## src/rtl/uer_pkg.sv

```systemverilog
// ----------------------------------------------------------------------------
// uer_pkg: shared types and constants of the ultrasonic echo ranger
// Register indexes, reset values, status and operation codes, item types.
// ----------------------------------------------------------------------------
package uer_pkg;

    // Default width of the elapsed tick counter.
    localparam int COUNT_WIDTH = 20;

    // Field widths fixed by the register map and the result item.
    localparam int TIMEOUT_W  = 20;
    localparam int SCALE_W    = 16;
    localparam int TRIG_W     = 8;
    localparam int DIST_W     = 16;
    localparam int CFG_DATA_W = 20;
    localparam int CFG_ADDR_W = 2;

    // Configuration register indexes.
    localparam logic [CFG_ADDR_W-1:0] REG_TIMEOUT = 2'd0;
    localparam logic [CFG_ADDR_W-1:0] REG_SCALE   = 2'd1;
    localparam logic [CFG_ADDR_W-1:0] REG_TRIG_W  = 2'd2;

    // Register reset values.
    localparam logic [TIMEOUT_W-1:0] TIMEOUT_RST = 20'd1000000;
    localparam logic [SCALE_W-1:0]   SCALE_RST   = 16'd1114;
    localparam logic [TRIG_W-1:0]    TRIG_W_RST  = 8'd10;

    // Operation codes of an input item.
    localparam logic OP_TICK  = 1'b0;
    localparam logic OP_START = 1'b1;

    // Measurement status codes.
    typedef enum logic [1:0] {
        ST_NONE     = 2'd0,
        ST_NO_ECHO  = 2'd1,
        ST_TOO_LONG = 2'd2,
        ST_VALID    = 2'd3
    } status_t;

    // Measurement phase, one-hot.
    typedef enum logic [2:0] {
        PH_IDLE = 3'b001,
        PH_WAIT = 3'b010,
        PH_HIGH = 3'b100
    } phase_t;

    // Input item as held in the input register.
    typedef struct packed {
        logic operation;
        logic echo_level;
    } cmd_t;

    // Current register settings.
    typedef struct packed {
        logic [TIMEOUT_W-1:0] timeout_ticks;
        logic [SCALE_W-1:0]   distance_scale;
        logic [TRIG_W-1:0]    trigger_width;
    } cfg_t;

    // Handshake between the input register and the ranging core.
    typedef struct packed {
        logic valid;
        cmd_t item;
    } stage_t;

endpackage

```

## src/rtl/uer_if.sv

```systemverilog
// ----------------------------------------------------------------------------
// uer_if: item channels of the ultrasonic echo ranger
// Command channel (tick or start) and result channel, valid/ready handshake.
// ----------------------------------------------------------------------------

// Command channel: one tick with its echo sample, or a start request.
interface uer_cmd_if;
    logic valid;
    logic ready;
    logic operation;
    logic echo_level;

    modport source (output valid, output operation, output echo_level, input ready);
    modport sink   (input valid, input operation, input echo_level, output ready);
endinterface

// Result channel: one result item per command item.
interface uer_res_if;
    logic        valid;
    logic        ready;
    logic        trigger_level;
    logic        busy_res;
    logic        done_res;
    logic [1:0]  status;
    logic [15:0] distance;

    modport source (output valid, output trigger_level, output busy_res,
                    output done_res, output status, output distance, input ready);
    modport sink   (input valid, input trigger_level, input busy_res,
                    input done_res, input status, input distance, output ready);
endinterface

```

## src/rtl/uer_cfg_regs.sv

```systemverilog
// ----------------------------------------------------------------------------
// uer_cfg_regs: configuration registers
// Holds timeout, distance scale and trigger width, written by index.
// ----------------------------------------------------------------------------
module uer_cfg_regs (
    input  logic                               clk,
    input  logic                               rst_n,
    input  logic                               cfg_wr_en,
    input  logic [uer_pkg::CFG_ADDR_W-1:0]     cfg_addr,
    input  logic [uer_pkg::CFG_DATA_W-1:0]     cfg_data,
    output uer_pkg::cfg_t                      cfg
);

    uer_pkg::cfg_t cfg_reg;
    uer_pkg::cfg_t cfg_next;

    // Decode the write; an index outside the map changes nothing.
    always_comb
    begin
        cfg_next = cfg_reg;
        if (cfg_wr_en)
        begin
            unique case (cfg_addr)
                uer_pkg::REG_TIMEOUT:
                    cfg_next.timeout_ticks = cfg_data[uer_pkg::TIMEOUT_W-1:0];
                uer_pkg::REG_SCALE:
                    cfg_next.distance_scale = cfg_data[uer_pkg::SCALE_W-1:0];
                uer_pkg::REG_TRIG_W:
                    cfg_next.trigger_width = cfg_data[uer_pkg::TRIG_W-1:0];
                default:
                    cfg_next = cfg_reg;
            endcase
        end
    end

    always_ff @(posedge clk or negedge rst_n)
    begin
        if (!rst_n)
        begin
            cfg_reg.timeout_ticks  <= uer_pkg::TIMEOUT_RST;
            cfg_reg.distance_scale <= uer_pkg::SCALE_RST;
            cfg_reg.trigger_width  <= uer_pkg::TRIG_W_RST;
        end
        else
        begin
            cfg_reg <= cfg_next;
        end
    end

    assign cfg = cfg_reg;

endmodule

```

## src/rtl/uer_in_stage.sv

```systemverilog
// ----------------------------------------------------------------------------
// uer_in_stage: input register
// Captures one command item and hands it to the ranging core.
// ----------------------------------------------------------------------------
module uer_in_stage (
    input  logic            clk,
    input  logic            rst_n,
    uer_cmd_if.sink         cmd,
    input  logic            core_ready,
    output uer_pkg::stage_t stage
);

    logic          valid_reg;
    logic          valid_next;
    uer_pkg::cmd_t item_reg;
    logic          load;

    // The register takes a new item when empty or when the core takes the held one.
    assign cmd.ready  = !valid_reg || core_ready;
    assign load       = cmd.valid && cmd.ready;
    assign valid_next = load || (valid_reg && !core_ready);

    always_ff @(posedge clk or negedge rst_n)
    begin
        if (!rst_n)
        begin
            valid_reg <= 1'b0;
        end
        else
        begin
            valid_reg <= valid_next;
        end
    end

    // Payload needs no reset.
    always_ff @(posedge clk)
    begin
        if (load)
        begin
            item_reg.operation  <= cmd.operation;
            item_reg.echo_level <= cmd.echo_level;
        end
    end

    assign stage.valid = valid_reg;
    assign stage.item  = item_reg;

endmodule

```

## src/rtl/uer_core.sv

```systemverilog
// ----------------------------------------------------------------------------
// uer_core: ranging state machine and result register
// Updates phase, tick counter and trigger counter per item, scales the echo
// width into a distance and registers the result item.
// ----------------------------------------------------------------------------
module uer_core #(
    parameter int COUNT_WIDTH = uer_pkg::COUNT_WIDTH
) (
    input  logic            clk,
    input  logic            rst_n,
    input  uer_pkg::cfg_t   cfg,
    input  uer_pkg::stage_t stage,
    output logic            core_ready,
    uer_res_if.source       res
);

    // Compare width covers both the counter and the timeout register.
    localparam int CMP_W  = (COUNT_WIDTH > uer_pkg::TIMEOUT_W) ?
                            COUNT_WIDTH : uer_pkg::TIMEOUT_W;
    // Quotient width for the saturation compare, at least one bit above distance.
    localparam int QUO_W  = (COUNT_WIDTH > uer_pkg::DIST_W) ?
                            COUNT_WIDTH : uer_pkg::DIST_W + 1;
    localparam int PROD_W = COUNT_WIDTH + uer_pkg::SCALE_W;

    uer_pkg::phase_t               phase_reg, phase_next;
    logic [COUNT_WIDTH-1:0]        cnt_reg, cnt_next;
    logic [uer_pkg::TRIG_W-1:0]    trig_reg, trig_next;
    uer_pkg::status_t              status_reg, status_next;
    logic [uer_pkg::DIST_W-1:0]    dist_reg, dist_next;
    logic                          done;

    logic                          out_valid_reg;
    logic                          out_trig_reg;
    logic                          out_busy_reg;
    logic                          out_done_reg;
    uer_pkg::status_t              out_status_reg;
    logic [uer_pkg::DIST_W-1:0]    out_dist_reg;

    logic                          take;
    logic [COUNT_WIDTH-1:0]        cnt_inc;
    logic                          inc_timeout;
    logic                          one_timeout;
    logic [PROD_W-1:0]             product;
    logic [QUO_W-1:0]              quotient;
    logic [uer_pkg::DIST_W-1:0]    scaled;

    // The result register frees up when empty or when its item is taken.
    assign core_ready = !out_valid_reg || res.ready;
    assign take       = stage.valid && core_ready;

    // Saturating count step and timeout checks; the all-ones count is a timeout too.
    assign cnt_inc     = (cnt_reg == '1) ? cnt_reg : cnt_reg + COUNT_WIDTH'(1);
    assign inc_timeout = (CMP_W'(cnt_inc) >= CMP_W'(cfg.timeout_ticks)) ||
                         (cnt_inc == '1);
    assign one_timeout = (CMP_W'(1) >= CMP_W'(cfg.timeout_ticks)) ||
                         (COUNT_WIDTH'(1) == '1);

    // Width times Q0.16 scale, truncated, saturated to the distance range.
    assign product  = PROD_W'(cnt_reg) * PROD_W'(cfg.distance_scale);
    assign quotient = QUO_W'(product[PROD_W-1:uer_pkg::SCALE_W]);
    assign scaled   = (quotient > QUO_W'({uer_pkg::DIST_W{1'b1}})) ?
                      {uer_pkg::DIST_W{1'b1}} : quotient[uer_pkg::DIST_W-1:0];

    // Next state for one item.
    always_comb
    begin
        phase_next  = phase_reg;
        cnt_next    = cnt_reg;
        trig_next   = trig_reg;
        status_next = status_reg;
        dist_next   = dist_reg;
        done        = 1'b0;

        if (stage.item.operation == uer_pkg::OP_START)
        begin
            // A start while a measurement runs is ignored.
            if (phase_reg != uer_pkg::PH_WAIT && phase_reg != uer_pkg::PH_HIGH)
            begin
                phase_next = uer_pkg::PH_WAIT;
                cnt_next   = '0;
                trig_next  = cfg.trigger_width;
            end
        end
        else
        begin
            if (trig_reg != '0)
            begin
                trig_next = trig_reg - uer_pkg::TRIG_W'(1);
            end

            unique case (phase_reg)
                uer_pkg::PH_WAIT:
                begin
                    if (stage.item.echo_level)
                    begin
                        // Echo rose: its first high sample counts as one tick.
                        phase_next = uer_pkg::PH_HIGH;
                        cnt_next   = COUNT_WIDTH'(1);
                        if (one_timeout)
                        begin
                            phase_next  = uer_pkg::PH_IDLE;
                            status_next = uer_pkg::ST_TOO_LONG;
                            dist_next   = '0;
                            done        = 1'b1;
                        end
                    end
                    else
                    begin
                        cnt_next = cnt_inc;
                        if (inc_timeout)
                        begin
                            phase_next  = uer_pkg::PH_IDLE;
                            status_next = uer_pkg::ST_NO_ECHO;
                            dist_next   = '0;
                            done        = 1'b1;
                        end
                    end
                end
                uer_pkg::PH_HIGH:
                begin
                    if (stage.item.echo_level)
                    begin
                        cnt_next = cnt_inc;
                        if (inc_timeout)
                        begin
                            phase_next  = uer_pkg::PH_IDLE;
                            status_next = uer_pkg::ST_TOO_LONG;
                            dist_next   = '0;
                            done        = 1'b1;
                        end
                    end
                    else
                    begin
                        // Echo fell: the pulse width is complete.
                        phase_next  = uer_pkg::PH_IDLE;
                        status_next = uer_pkg::ST_VALID;
                        dist_next   = scaled;
                        done        = 1'b1;
                    end
                end
                default:
                begin
                    // Idle, or an unused code treated as idle.
                    phase_next = uer_pkg::PH_IDLE;
                end
            endcase
        end
    end

    // Measurement state.
    always_ff @(posedge clk or negedge rst_n)
    begin
        if (!rst_n)
        begin
            phase_reg  <= uer_pkg::PH_IDLE;
            cnt_reg    <= '0;
            trig_reg   <= '0;
            status_reg <= uer_pkg::ST_NONE;
            dist_reg   <= '0;
        end
        else if (take)
        begin
            phase_reg  <= phase_next;
            cnt_reg    <= cnt_next;
            trig_reg   <= trig_next;
            status_reg <= status_next;
            dist_reg   <= dist_next;
        end
    end

    // Result valid flag.
    always_ff @(posedge clk or negedge rst_n)
    begin
        if (!rst_n)
        begin
            out_valid_reg <= 1'b0;
        end
        else if (core_ready)
        begin
            out_valid_reg <= stage.valid;
        end
    end

    // Result payload shows the state after the item.
    always_ff @(posedge clk)
    begin
        if (take)
        begin
            out_trig_reg   <= (trig_next != '0);
            out_busy_reg   <= (phase_next != uer_pkg::PH_IDLE);
            out_done_reg   <= done;
            out_status_reg <= status_next;
            out_dist_reg   <= dist_next;
        end
    end

    assign res.valid         = out_valid_reg;
    assign res.trigger_level = out_trig_reg;
    assign res.busy_res      = out_busy_reg;
    assign res.done_res      = out_done_reg;
    assign res.status        = out_status_reg;
    assign res.distance      = out_dist_reg;

endmodule

```

## src/rtl/ultrasonic_echo_ranger.sv

```systemverilog
// A command item passes through the input register and then the result register;
// a stall on the result channel holds the result item and backs up the input.
// Throughput: one item per cycle while the result channel is not stalled; the
// state update and distance scaling take a single pass through the ranging core.
// Reset (rst_n, asynchronous, active low) clears the channels, puts the ranger
// in idle with status none yet and loads the register defaults.
// ----------------------------------------------------------------------------
// ultrasonic_echo_ranger: trigger and echo pulse timer
// Drives the trigger level and measures echo width into a distance.
// ----------------------------------------------------------------------------
module ultrasonic_echo_ranger #(
    parameter int COUNT_WIDTH = uer_pkg::COUNT_WIDTH
) (
    input  logic                           clk,
    input  logic                           rst_n,
    input  logic                           cfg_wr_en,
    input  logic [uer_pkg::CFG_ADDR_W-1:0] cfg_addr,
    input  logic [uer_pkg::CFG_DATA_W-1:0] cfg_data,
    uer_cmd_if.sink                        cmd,
    uer_res_if.source                      res
);

    uer_pkg::cfg_t   cfg;
    uer_pkg::stage_t stage;
    logic            core_ready;

    uer_cfg_regs u_cfg_regs (
        .clk       (clk),
        .rst_n     (rst_n),
        .cfg_wr_en (cfg_wr_en),
        .cfg_addr  (cfg_addr),
        .cfg_data  (cfg_data),
        .cfg       (cfg)
    );

    uer_in_stage u_in_stage (
        .clk        (clk),
        .rst_n      (rst_n),
        .cmd        (cmd),
        .core_ready (core_ready),
        .stage      (stage)
    );

    uer_core #(
        .COUNT_WIDTH (COUNT_WIDTH)
    ) u_core (
        .clk        (clk),
        .rst_n      (rst_n),
        .cfg        (cfg),
        .stage      (stage),
        .core_ready (core_ready),
        .res        (res)
    );

`ifndef ASSERT_OFF
    // A finishing item always leaves the ranger idle.
    a_done_idle: assert property (@(posedge clk) disable iff (!rst_n)
        res.valid && res.done_res |-> !res.busy_res)
        else $error("done result while still busy");

    // A nonzero distance only comes with a valid measurement.
    a_dist_status: assert property (@(posedge clk) disable iff (!rst_n)
        res.valid && res.distance != '0 |-> res.status == uer_pkg::ST_VALID)
        else $error("distance set without valid status");

    // Commands are held back only when both stages are full and the output stalls.
    a_backpressure: assert property (@(posedge clk) disable iff (!rst_n)
        !cmd.ready |-> res.valid && !res.ready && stage.valid)
        else $error("command stalled without output backpressure");
`endif

endmodule

```

## src/flat_wrapper.sv

```systemverilog
// flat-port wrapper written by rule: the top's interface ports become plain ports
module ultrasonic_echo_ranger_flat 
#(
    parameter int COUNT_WIDTH = uer_pkg::COUNT_WIDTH
)
  (clk, rst_n, cfg_wr_en, cfg_addr, cfg_data, cmd_valid, cmd_operation, cmd_echo_level, cmd_ready, res_valid, res_trigger_level, res_busy_res, res_done_res, res_status, res_distance, res_ready);
  uer_cmd_if cmd_i ();
  uer_res_if res_i ();
  input  logic clk;
  input  logic rst_n;
  input  logic cfg_wr_en;
  input  logic [uer_pkg::CFG_ADDR_W-1:0] cfg_addr;
  input  logic [uer_pkg::CFG_DATA_W-1:0] cfg_data;
  input wire logic [$bits(cmd_i.valid)-1:0] cmd_valid;
  input wire logic [$bits(cmd_i.operation)-1:0] cmd_operation;
  input wire logic [$bits(cmd_i.echo_level)-1:0] cmd_echo_level;
  output wire logic [$bits(cmd_i.ready)-1:0] cmd_ready;
  output wire logic [$bits(res_i.valid)-1:0] res_valid;
  output wire logic [$bits(res_i.trigger_level)-1:0] res_trigger_level;
  output wire logic [$bits(res_i.busy_res)-1:0] res_busy_res;
  output wire logic [$bits(res_i.done_res)-1:0] res_done_res;
  output wire logic [$bits(res_i.status)-1:0] res_status;
  output wire logic [$bits(res_i.distance)-1:0] res_distance;
  input wire logic [$bits(res_i.ready)-1:0] res_ready;
  assign cmd_i.valid = cmd_valid;
  assign cmd_i.operation = cmd_operation;
  assign cmd_i.echo_level = cmd_echo_level;
  assign cmd_ready = cmd_i.ready;
  assign res_valid = res_i.valid;
  assign res_trigger_level = res_i.trigger_level;
  assign res_busy_res = res_i.busy_res;
  assign res_done_res = res_i.done_res;
  assign res_status = res_i.status;
  assign res_distance = res_i.distance;
  assign res_i.ready = res_ready;
  ultrasonic_echo_ranger #(.COUNT_WIDTH(COUNT_WIDTH)) u_core (.clk(clk), .rst_n(rst_n), .cfg_wr_en(cfg_wr_en), .cfg_addr(cfg_addr), .cfg_data(cfg_data), .cmd(cmd_i), .res(res_i));
endmodule
```

## config.mk

```make
export PLATFORM = sky130hd
export DESIGN_NAME = ultrasonic_echo_ranger_flat
export DESIGN_NICKNAME = d
export VERILOG_FILES = /design/src/rtl/uer_pkg.sv /design/src/rtl/uer_if.sv /design/src/rtl/uer_cfg_regs.sv /design/src/rtl/uer_in_stage.sv /design/src/rtl/uer_core.sv /design/src/rtl/ultrasonic_echo_ranger.sv /design/src/flat_wrapper.sv
export SDC_FILE = /design/constraint.sdc
export NUM_CORES = 1
export LEC_CHECK = 0
export BUFFER_PORTS_ARGS = -buffer_cell sky130_fd_sc_hd__buf_2
export CORE_MARGIN = 3
export CORE_UTILIZATION = 35
export DETAILED_ROUTE_END_ITERATION = 6
export PLACE_DENSITY_LB_ADDON = 0.25
export SYNTH_ARGS = -nofsm -noshare
export SYNTH_HDL_FRONTEND = slang
export SYNTH_SLANG_ARGS = --single-unit
```

## constraint.sdc

```tcl
create_clock -name clk -period 14.1 [get_ports clk]
set_input_delay 2.82 -clock clk [delete_from_list [all_inputs] [get_ports clk]]
set_output_delay 2.82 -clock clk [all_outputs]
set_load 0.1 [all_outputs]
```

After elaboration in Yosys (flattened, before gate mapping) --
Index checks and enable logic that the tools add are counted.
Word-level totals: flip-flop bits (word level) 118, input port bits 29, output and inout bits 23, logic and storage cells 88
Operators by class: add/subtract/negate cells 2, multipliers 1, $lt $le $gt $ge 3, equality and inequality tests 11, multiplexer cells 35, reductions and logical operators 19
Operators by type and width (count):
- 20-bit two-way mux | 5
- 16-bit two-way mux | 6
- 20-bit equality test (second input constant) | 2
- 20-bit one-hot mux with 2 select lines | 1
- 20-bit by 16-bit multiplier with 36-bit output | 1
- 16-bit one-hot mux with 2 select lines | 1
- 8-bit two-way mux | 3
- 20-bit by 1-bit adder with 20-bit output (second input constant) | 1
- 1-bit by 20-bit >= comparator with 1-bit output (first input constant) | 1
- 20-bit >= comparator | 1
- 20-bit by 16-bit > comparator with 1-bit output (second input constant) | 1
- 3-bit two-way mux | 6
- 8-bit nonzero test | 2
- 2-bit two-way mux | 6
- 8-bit by 1-bit subtractor with 8-bit output (second input constant) | 1
- 3-bit by 1-bit inequality test with 1-bit output (second input constant) | 2
- 3-bit one-hot mux with 2 select lines | 1
- 2-bit AND reduction | 3
- 1-bit logical AND | 4
- 1-bit logical OR | 4
- 1-bit two-way mux | 4
- 2-bit one-hot mux with 2 select lines | 1
- 4-bit AND reduction | 1
- 3-bit by 2-bit equality test with 1-bit output (second input constant) | 1
- 10 further kinds | 12

Longest topological paths before layout --
Gate-level depths: netlist (run 1).
word-level depth 9, mapped depth 26

Modules after synthesis --
From an unflattened synthesis (run 1), not the netlist that was laid out.
Unflattened totals: cells, all modules 1825, area, all modules 16813.6 um2
Modules (own cells, without submodules):
- uer_core | times used 1, cells an instance 1724, area an instance 14956.8 um2, seq. area each 1883.1 um2
- uer_cfg_regs | times used 1, cells an instance 94, area an instance 1735.4 um2, seq. area each 1118.6 um2
- uer_in_stage | times used 1, cells an instance 7, area an instance 121.4 um2, seq. area each 85.1 um2

Worst setup path before layout (run 1) --
OpenSTA, ideal clock, no wires.
kind flip-flop to flip-flop, start register u_core.u_core.cnt_reg[13], end register u_core.u_core.out_dist_reg (netlist bit u_core.u_core.res.distance[10]), data pin, setup time 0.256 ns, arrival 6.689 ns, slack 7.155 ns, stages on the path, launching flop included 26, path buffers 5, period minus slack after synthesis 6.945 ns, path through dfrtp_1 clkbuf_1 clkbuf_1 buf_1 nand2_1 fa_1 fa_1 inv_1 fa_1 fa_1 fa_1 inv_1 fa_1 inv_1 ha_1 clkbuf_1 and2_1 o21ai_0 o21ai_0 or4_1 nor3_1 nor3_1 nor2_1 clkbuf_1 nand3_1 a22o_1
On the way: longest elaborated chain between the ends 8, elaborated cells on any way between the ends 14, classes of those cells add/sub (1); mul (1); order compare (2); eq/ne (2); mux (7); reduce/logical (1)
Ends and longest elaborated chain:
- start: declaration | line uer_core.sv:26 | logic [COUNT_WIDTH-1:0] cnt_reg, cnt_next;
- start signal: assignment | line uer_core.sv:164 | cnt_reg <= cnt_next;
- parallel branches: the longest is 6 deep, another holds 20-bit by 16-bit multiplier with 36-bit output
- 16-bit one-hot mux with 2 select lines * | line uer_core.sv:91 | unique case (phase_reg)
- 16-bit two-way mux * | line uer_core.sv:74 | if (stage.item.operation == uer_pkg::OP_START)
- net u_core.u_core.dist_next (one bit) | line uer_core.sv:29 | logic [uer_pkg::DIST_W-1:0] dist_reg, dist_next;
- end signal: assignment | line uer_core.sv:193 | out_dist_reg <= dist_next;
- end: declaration | line uer_core.sv:37 | logic [uer_pkg::DIST_W-1:0] out_dist_reg;
Mark *: on every way through the listed nets, which the timed path passes. A chain may end at the register's enable or synchronous reset.

Worst setup path in the final report (run 1) --
start register u_core.u_core.cnt_reg[4], end register u_core.u_core.out_dist_reg (netlist bit u_core.u_core.res.distance[12]), data pin
The elaborated chain is that of the path after synthesis.

==> flow_summary.toml, run 1 <==
[timing]
slew_headroom_pct = 21.2
max_freq_mhz = 121
period_minus_slack_ps = 8250
fin_setup_tns_ps = 0
min_period_over_period_pct = 58.5
worst_slack_ps = 5850
report.final.setup_viol = 0
worst_clock_skew_ps = 9.97
worstMarginPinSlew_ps = 1180
rsz_0062_raised_after_global_routing = "false"
number_of_pins_exceeding_their_max_slew_limit_in_the_final_report = 0
final_hold_viol_count = 0

[final_layout]
nNetsFinal = 2238
drive_above_1_share_pct = 8.62
largest_register_ffs = 44
areaGrowthSynthToFinish_pct = 8.11
final.fill_count = 4777
final_instance_count_without_filler_cells = 2452
number_of_diodes = 0

[yosys]
synthDominantCellAreaShare_pct = 29.8
synth-edff-count = 23
synthesized_netlist_cell_count = 1847
synth_nets = 2253
ys_seq_elements = 118
yosys.cell_types.count = 72
synth.area.top_cells = "fa_1 (30%), dfrtp_1 (12%), ha_1 (9.6%)"
asyncSetResetFlopFracSynth_pct = 80.5
mean_post_synth_cell_area_sq_um = 9.05
count_of_warnings_emitted_by_yosys = 0
yosys.area.top_type = "fa_1"
postSynth.topFlopCell = "dfrtp_1"
cell_area_after_synthesis_sq_um = 16700
ys_seq_area_share_pct = 18.5

[power]
pwr_density_cell_nw_per_um2 = 74.3
leakagePower_nw = 8.81
max-vdd-ir-drop_mv = 0.0810

[global_route]
globalRouteOverflowTotal = 0
antenna_found_initial = 0
grt_start_max_net_pins = 76
first_global_vias = 13300
global_route_wire_length_before_repair_um = 76500
grt_usage_pct = 19.3

[clock_network]
clkTransAtPathRegs_ps = 70
clock_tree.root_cell = "clkbuf_16"
post_cts_resized = 0
cts_post_setup_buffers_inserted = 0
cts-hold-fix-buffers = 0
clockBufferDepth = 2
cts_inserted_buffers = 17
ctsHtreeMaxLevel = 4
clock_tree_from_tritoncts = "done"
clkLatencyLatePin_ps = 430
tritoncts_num_sinks = 118

[worst_setup_path]
critPathCaptureType = "flop"
crit_required_ps = 14280
critical_path.startpoint_type = "flop"
timing.reg2reg.setup_slack_ps = 5850
crit-reg2reg-launch = "u_core.u_core.cnt_reg[4]$_DFFE_PN0P_"
worstSetupStartpoint = "u_core.u_core.cnt_reg[4]$_DFFE_PN0P_"
critical_path.max_fanout = 24
worst-endpoint-arrival_ps = 8430
worstSetupPathType = "flop to flop"

[routing]
dr.pass1.iters = 7
vias = 12800
route.final.wire_length_um = 47200
drc_errors = 0
detail_route.wl_per_cell_um = 19.2
vias_per_cell = 5.24
drt_iter0_drc = 729
final_antenna_net_count = 0

[floorplanning]
num_io_pins = 52
fp.dieH_um = 225
floorplan.rows = 79
core_sq_um = 46900
starting_density_of_the_core_pct = 35.7
die_x_um = 225
design.die.area_sq_um = 50400

[hold_path]
min_from = "u_core.u_core.dist_reg[1]$_DFFE_PN0P_"
min-delay-path-class = "flop to flop"

[placement]
dp_cells = 2420
place_worst_setup_slack_ps = 5940
port_buffers = 51
hpwl_um = 36300
gpl.final_weighted_congestion = 0.874

[run]
max_cap_violations = 0

[status]
outcome = "completed"
[report_power, final]
group          internal (W)  total, W  switching [W]  leakage [nW]
combinational      0.000137  0.000385       0.000248          7.11
sequential         0.000405  0.000521       0.000116          1.41
clock              0.000257  0.000438       0.000181         0.285
total              0.000798   0.00134       0.000545          8.81
[cells by family (layout without fill, tap and decap cells)]
kind of cell             count (synthesis)  in the layout  share of synthesized area (%)
AND/OR/NAND/NOR                        590            590                           17.5
buffers and inverters                  425            423                           9.65
adder cells (fa/ha/maj)                378            378                           39.5
AO/OA/AOI/OAI                          262            262                           10.6
flip-flops                             118            118                           18.5
XOR/XNOR                                38             38                           1.99
multiplexers                            36             36                           2.37
[synth_stat cells, drive strengths merged, types with 28 or more instances]
| library cell | n |
|---|---|
| fa | 249 |
| a21oi | 53 |
| clkbuf | 95 |
| a22o | 47 |
| dfrtp | 80 |
| mux2 | 28 |
| o21ai | 74 |
| ha | 128 |
| nand2 | 256 |
| nor2 | 41 |
| and2 | 154 |
| nand3 | 40 |
| inv | 321 |
[worst paths after layout]
path / cells past startpoint / end
max in group asynchronous: 2 / u_core.u_core.dist_reg[9]$_DFFE_PN0P_
max reg2reg: 21 / u_core.u_core.res.distance[12]$_DFFE_PP_
max: 21 / u_core.u_core.res.distance[12]$_DFFE_PP_
min: 1 / u_core.u_core.dist_reg[1]$_DFFE_PN0P_
min in group asynchronous: 1 / u_core.u_core.cnt_reg[7]$_DFFE_PN0P_
min reg2reg: 1 / u_core.u_core.dist_reg[1]$_DFFE_PN0P_
[routing by layer]
| metal | GRT usage [%] | part of all wire [%] | vias up |
|---|---|---|---|
| li1 | - | - | 5883 |
| met1 | 26.7 | 45 | 6569 |
| met2 | 32.0 | 49 | 329 |
| met3 | 2.79 | 4.1 | 58 |
| met4 | 5.11 | 2.3 | 0 |
| met5 | 0 | 0 | - |
[final cells by class]
type | instances | area [sq um] | area share [%]
Sequential cell | 118 | 3090 | 17.1
Multi-Input combinational cell | 1304 | 12000 | 66.6
Clock buffer | 18 | 450 | 2.49
Clock inverter | 14 | 138 | 0.762
Inverter | 322 | 1210 | 6.69
Timing Repair Buffer | 69 | 393 | 2.17
Tap cell | 607 | 759 | 4.20
[worst max-delay path, stage by stage, from the launching register on]
cell,delay (ps)
dfrtp_1,750
and2_1,380
fa_1,540
inv_1,60
fa_1,510
fa_1,440
fa_1,550
inv_1,50
fa_1,480
inv_1,60
fa_1,530
inv_1,70
ha_1,380
nand3_1,90
a211oi_1,260
a22oi_1,150
o21ai_0,860
a21o_1,310
a211oi_1,100
nor3_2,860
nand3_1,260
a22o_1,280
[through the flow]
stage | instance area, sq um | hold WS (ps) | util [%] | total power (W)
final | 18100 | 498 | 38.6 | 0.00134
after CTS | 18100 | 501 | 38.6 | 0.00135
after global placement | 17500 | 476 | 37.3 | 0.000901
after detailed placement | 17500 | 482 | 37.3 | 0.000911
after global routing | 18100 | 516 | 38.6 | 0.00142
after floorplan | 16700 | 457 | - | 0.000771
[cells in the final DEF (no fill, tap or decap), types with 23 or more instances in the layout]
cell type    n
mux2_2      28
a21oi_1     52
edfxtp_1    23
o21ai_0     73
nand3_1     38
nand2_1    256
a22o_1      47
nor2_1      41
xnor2_1     23
and2_1     152
dfrtp_1     80
fa_1       249
ha_1       128
inv_1      321
buf_2       50
(Power assumes the default switching activity.)
==> run 2: changes to the inputs <==
- clock period: 14.1 -> 8.65 ns (I/O delays scaled with it)
==> flow_summary.toml, run 2 (synthesis results as in run 1) <==
[status]
outcome = "completed"

[timing]
worst_clock_skew_ps = 8.33
report.final.setup_viol = 0
worstMarginPinSlew_ps = 1160
min_period_over_period_pct = 90.5
worst_slack_ps = 825
fin_setup_tns_ps = 0
period_minus_slack_ps = 7820
max_freq_mhz = 128
slew_headroom_pct = 22.3
rsz_0062_raised_after_global_routing = "false"
final_hold_viol_count = 0
number_of_pins_exceeding_their_max_slew_limit_in_the_final_report = 0

[routing]
vias = 12900
dr.pass1.iters = 6
drc_errors = 0
vias_per_cell = 5.23
detail_route.wl_per_cell_um = 19.1
final_antenna_net_count = 0
route.final.wire_length_um = 47100
drt_iter0_drc = 893

[clock_network]
post_cts_resized = 0
ctsHtreeMaxLevel = 4
clock_tree_from_tritoncts = "done"
clockBufferDepth = 2
clkTransAtPathRegs_ps = 60
cts_inserted_buffers = 17
clock_tree.root_cell = "clkbuf_16"
cts_post_setup_buffers_inserted = 0
cts-hold-fix-buffers = 0
clkLatencyLatePin_ps = 430
tritoncts_num_sinks = 118

[placement]
hpwl_um = 36600
gpl.final_weighted_congestion = 0.873
port_buffers = 51
place_worst_setup_slack_ps = 1100

[floorplanning]
num_io_pins = 52
design.die.area_sq_um = 50400
floorplan.rows = 79
core_sq_um = 46900
starting_density_of_the_core_pct = 35.7
die_x_um = 225
fp.dieH_um = 225

[worst_setup_path]
cp_num_cells = 20
critical-path-top-delay-family = "adder cells"
crit_required_ps = 8840
worstSetupStartpoint = "u_core.u_core.cnt_reg[2]$_DFFE_PN0P_"
worst_r2r_endpoint = "u_core.u_core.res.distance[12]$_DFFE_PP_"
critical_path.max_fanout = 26
critPathCaptureType = "flop"
crit-reg2reg-launch = "u_core.u_core.cnt_reg[2]$_DFFE_PN0P_"
worstSetupPathType = "flop to flop"
worst-path-buf-inv = 3
critical_path.slowest_cell = "dfrtp_1"
critPathMaxStageDelay_ps = 980
worst-endpoint-arrival_ps = 8010
timing.reg2reg.setup_slack_ps = 830
reg2regPathDepth = 20
critPathMostFrequentCell = "fa_1"
crit_chain = "and2_1, fa_1, fa_1, fa_1, fa_1, fa_1, inv_1, fa_1, inv_1, ha_1, a21oi_1, o21ai_0, a21oi_1, o21ai_0, buf_4, a21o_1, a21oi_1, xor2_1, nand3_1, a22o_1"
timing.critical_path.to = "u_core.u_core.res.distance[12]$_DFFE_PP_"
critical_path.startpoint_type = "flop"

[global_route]
first_global_vias = 13500
global_route_wire_length_before_repair_um = 76700
grt_start_max_net_pins = 67
globalRouteOverflowTotal = 0
grt_usage_pct = 19.4
antenna_found_initial = 0

[power]
pwr_density_cell_nw_per_um2 = 120
fin_total_pwr_w = 0.00218
max-vdd-ir-drop_mv = 0.129
leakagePower_nw = 8.86

[final_layout]
layout.core_utilization_pct = 38.8
regArea_sq_um = 3090
number_of_diodes = 0
multiInputGateArea_sq_um = 12000
drive_above_1_share_pct = 9.14
largest_register_ffs = 44
nNetsFinal = 2252
final_cell_mix = "inv_1 (321), nand2_1 (256), fa_1 (249)"
areaGrowthSynthToFinish_pct = 8.61
final.fill_count = 4751
mostFrequentLayoutCell = "inv_1"

[run]
max_cap_violations = 0

[hold_path]
min-delay-path-class = "flop to flop"
[run 2: cell count changes in the layout (fill, tap and decap cells not counted)]
cell        previous run  this run
bufinv_16              1         2
clkinv_2               0         2
inv_6                  5         0
clkbuf_1               0         2
clkbuf_16             18        17
clkinvlp_4             1         3
buf_4                 19        33
clkinv_1               2         3
clkinv_4               6         4
[run 2: how the worst min path moves through the flow]
stage | slack, ps | depth (start not counted) | from | endpoint
6_report | 500 | 1 | u_core.u_in_stage.valid_reg$_DFF_PN0_ | u_core.u_core.res.valid$_DFFE_PN0P_
4_1_cts | 500 | 1 | u_core.u_core.dist_reg[11]$_DFFE_PN0P_ | u_core.u_core.dist_reg[11]$_DFFE_PN0P_
3_5_place_dp | 480 | 1 | u_core.u_core.dist_reg[1]$_DFFE_PN0P_ | u_core.u_core.dist_reg[1]$_DFFE_PN0P_
3_3_place_gp | 480 | 1 | u_core.u_in_stage.valid_reg$_DFF_PN0_ | u_core.u_core.res.valid$_DFFE_PN0P_
2_1_floorplan | 460 | 1 | u_core.u_in_stage.valid_reg$_DFF_PN0_ | u_core.u_core.res.valid$_DFFE_PN0P_
5_1_grt | 510 | 1 | u_core.u_core.dist_reg[7]$_DFFE_PN0P_ | u_core.u_core.dist_reg[7]$_DFFE_PN0P_
[run 2: final cells by class]
cell class	count	area share [%]
clock buffer	19	2.38
clock inverter	13	0.744
inverter	322	6.66
multi-input combinational	1304	66.3
sequential	118	17.0
tap	607	4.18
timing repair buffer	83	2.74
[run 2: where the power goes]
group	switching (W)	internal [W]	total (W)	leakage (nW)
logic	0.000443	0.000229	0.000672	7.18
clock network	0.000274	0.000421	0.000695	0.268
registers	0.000154	0.000661	0.000816	1.41
total	0.000871	0.00131	0.00218	8.86
[run 2: per-stage QoR]
step	instance area, sq um	hold slack, ps	cells
detailed placement	17600	482	2434
global placement	17600	475	2434
CTS	18200	503	2466
floorplan	16700	457	1847
global route	18200	514	2466
finish	18200	497	2466
[run 2: routing by layer]
layer  global-route usage (%)  vias to the layer above  wire length [um]
li1                         -                     5907                 -
met1                     26.2                     6581             20600
met5                        0                        -                 0
met2                     31.9                      355             22500
met3                     3.65                       55              2740
met4                     5.97                        0              1270
==> run 3: changes to the inputs <==
- CORE_UTILIZATION: 35 -> 50
==> flow_summary.toml, run 3 (synthesis results as in run 1) <==
[worst_setup_path]
critical-path-top-delay-family = "adder cells"
reg2regPathDepth = 21
cp_num_cells = 21
critical_path.max_fanout = 24
critPathMaxStageDelay_ps = 950
critPathCaptureType = "flop"
critical_path.startpoint_type = "flop"
worst-endpoint-arrival_ps = 7600
crit_chain = "nand2_1, fa_1, inv_1, fa_1, fa_1, fa_1, fa_1, inv_1, fa_1, inv_1, ha_1, nand2_1, nor2_1, nand4_1, o21ai_0, a21o_1, a211oi_1, nor3_2, buf_4, nand3_1, a22o_1"
critical_path.slowest_cell = "dfrtp_1"
critPathMostFrequentCell = "fa_1"
crit_required_ps = 8820
timing.reg2reg.setup_slack_ps = 1220
worstSetupPathType = "flop to flop"
worst-path-buf-inv = 4

[timing]
slew_headroom_pct = 26.4
min_period_over_period_pct = 85.9
tightest_hold_margin_ps = 501
report.final.setup_viol = 0
worstMarginPinSlew_ps = 1100
fin_setup_tns_ps = 0
period_minus_slack_ps = 7430
final_hold_viol_count = 0
rsz_0062_raised_after_global_routing = "false"
worst_clock_skew_ps = 10.8
max_freq_mhz = 135
number_of_pins_exceeding_their_max_slew_limit_in_the_final_report = 0

[floorplanning]
design.die.area_sq_um = 35700
starting_density_of_the_core_pct = 51.0
die_x_um = 189
floorplan.rows = 66
core_sq_um = 32800
fp.dieH_um = 189
num_io_pins = 52

[clock_network]
clockBufferDepth = 2
post_cts_resized = 0
clock_tree.root_cell = "clkbuf_16"
clkTransAtPathRegs_ps = 60
cts-hold-fix-buffers = 0
cts_inserted_buffers = 17
ctsHtreeMaxLevel = 4
clock_tree_from_tritoncts = "done"
cts_post_setup_buffers_inserted = 0
clkLatencyLatePin_ps = 430
tritoncts_num_sinks = 118

[final_layout]
layout.cell_area.non_filler_sq_um = 17800
mostFrequentLayoutCell = "inv_1"
number_of_diodes = 0
largest_register_ffs = 44
final_cell_mix = "inv_1 (321), nand2_1 (256), fa_1 (249)"
drive_above_1_share_pct = 8.52
areaGrowthSynthToFinish_pct = 6.51
layout.core_utilization_pct = 54.3
nNetsFinal = 2235
final.fill_count = 2984

[routing]
vias = 13100
vias_per_cell = 5.72
drc_errors = 0
detail_route.wl_per_cell_um = 19.5
dr.pass1.iters = 5
drt_iter0_drc = 815
route.final.wire_length_um = 44600
final_antenna_net_count = 0

[power]
leakagePower_nw = 8.77
max-vdd-ir-drop_mv = 0.139
pwr_density_cell_nw_per_um2 = 120
fin_total_pwr_w = 0.00214

[global_route]
globalRouteOverflowTotal = 0
grt-busiest-layer = "met2"
antenna_found_initial = 0
met2_usage_pct = 41.7
grt_usage_pct = 26.0
grt_start_max_net_pins = 71
grtUsageMet3_pct = 4.31
global_route_wire_length_before_repair_um = 73400
first_global_vias = 13600
grt_use_met1_pct = 36.5

[run]
max_cap_violations = 0

[placement]
gpl.final_weighted_congestion = 0.955
hpwl_um = 33800
placement.cell_area_sq_um = 17300
port_buffers = 51

[hold_path]
min-delay-path-class = "flop to flop"
hold_depth = 1

[status]
outcome = "completed"
[run 3: changes by cell type in the layout (fill, tap and decap cells not counted)]
cell	previous run	this run
clkinv_2	2	4
clkbuf_1	2	0
inv_6	0	2
inv_4	0	1
buf_4	33	16
clkinv_4	4	3
clkinv_1	3	1
clkinvlp_4	3	4
clkbuf_16	17	18
bufinv_16	2	0
[run 3: final cells by class]
type                            instances  area [sq um]  share of cell area [%]
Timing Repair Buffer                   66           370                    2.08
Inverter                              322          1210                    6.79
Sequential cell                       118          3090                    17.3
Clock buffer                           18           450                    2.53
Multi-Input combinational cell       1304         12000                    67.6
Clock inverter                         14           100                   0.562
Tap cell                              442           553                    3.11
[run 3: per-stage QoR]
stage	setup slack (ps)	cells
floorplan	1700	1847
global placement	1360	2252
CTS	1230	2284
detailed placement	1260	2252
finish	1220	2284
global route	678	2284
[run 3: worst register-to-register path, stage by stage (launching register included)]
cell and delay [ps]:
dfrtp_1 950, nand2_1 190, fa_1 590, inv_1 50
fa_1 460, fa_1 510, fa_1 520, fa_1 550
inv_1 50, fa_1 600, inv_1 60, ha_1 390
nand2_1 140, nor2_1 160, nand4_1 100, o21ai_0 700
a21o_1 300, a211oi_1 100, nor3_2 170, buf_4 240
nand3_1 140, a22o_1 230
[run 3: path summary, 6_finish.rpt]
path,end,from
max,u_core.u_core.res.distance[3]$_DFFE_PP_,u_core.u_core.cnt_reg[4]$_DFFE_PN0P_
max in group asynchronous,u_core.u_core.phase_reg[1]$_DFFE_PN0P_,rst_n
min reg2reg,u_core.u_core.dist_reg[3]$_DFFE_PN0P_,u_core.u_core.dist_reg[3]$_DFFE_PN0P_
min,u_core.u_core.dist_reg[3]$_DFFE_PN0P_,u_core.u_core.dist_reg[3]$_DFFE_PN0P_
max reg2reg,u_core.u_core.res.distance[3]$_DFFE_PP_,u_core.u_core.cnt_reg[4]$_DFFE_PN0P_
min in group asynchronous,u_core.u_core.cnt_reg[3]$_DFFE_PN0P_,rst_n
[run 3: power breakdown]
group | internal [W] | switching [W] | total [W] | leakage (nW)
Combinational | 0.000230 | 0.000424 | 0.000654 | 7.09
Sequential | 0.000661 | 0.000176 | 0.000837 | 1.41
Clock | 0.000383 | 0.000272 | 0.000654 | 0.264
Total | 0.00127 | 0.000871 | 0.00214 | 8.77
[run 3: layer usage]
| layer | routed length (um) | vias up |
|---|---|---|
| met1 | 19000 | 6574 |
| li1 | - | 5874 |
| met5 | 0 | - |
| met4 | 1500 | 0 |
| met2 | 21000 | 523 |
| met3 | 3070 | 93 |
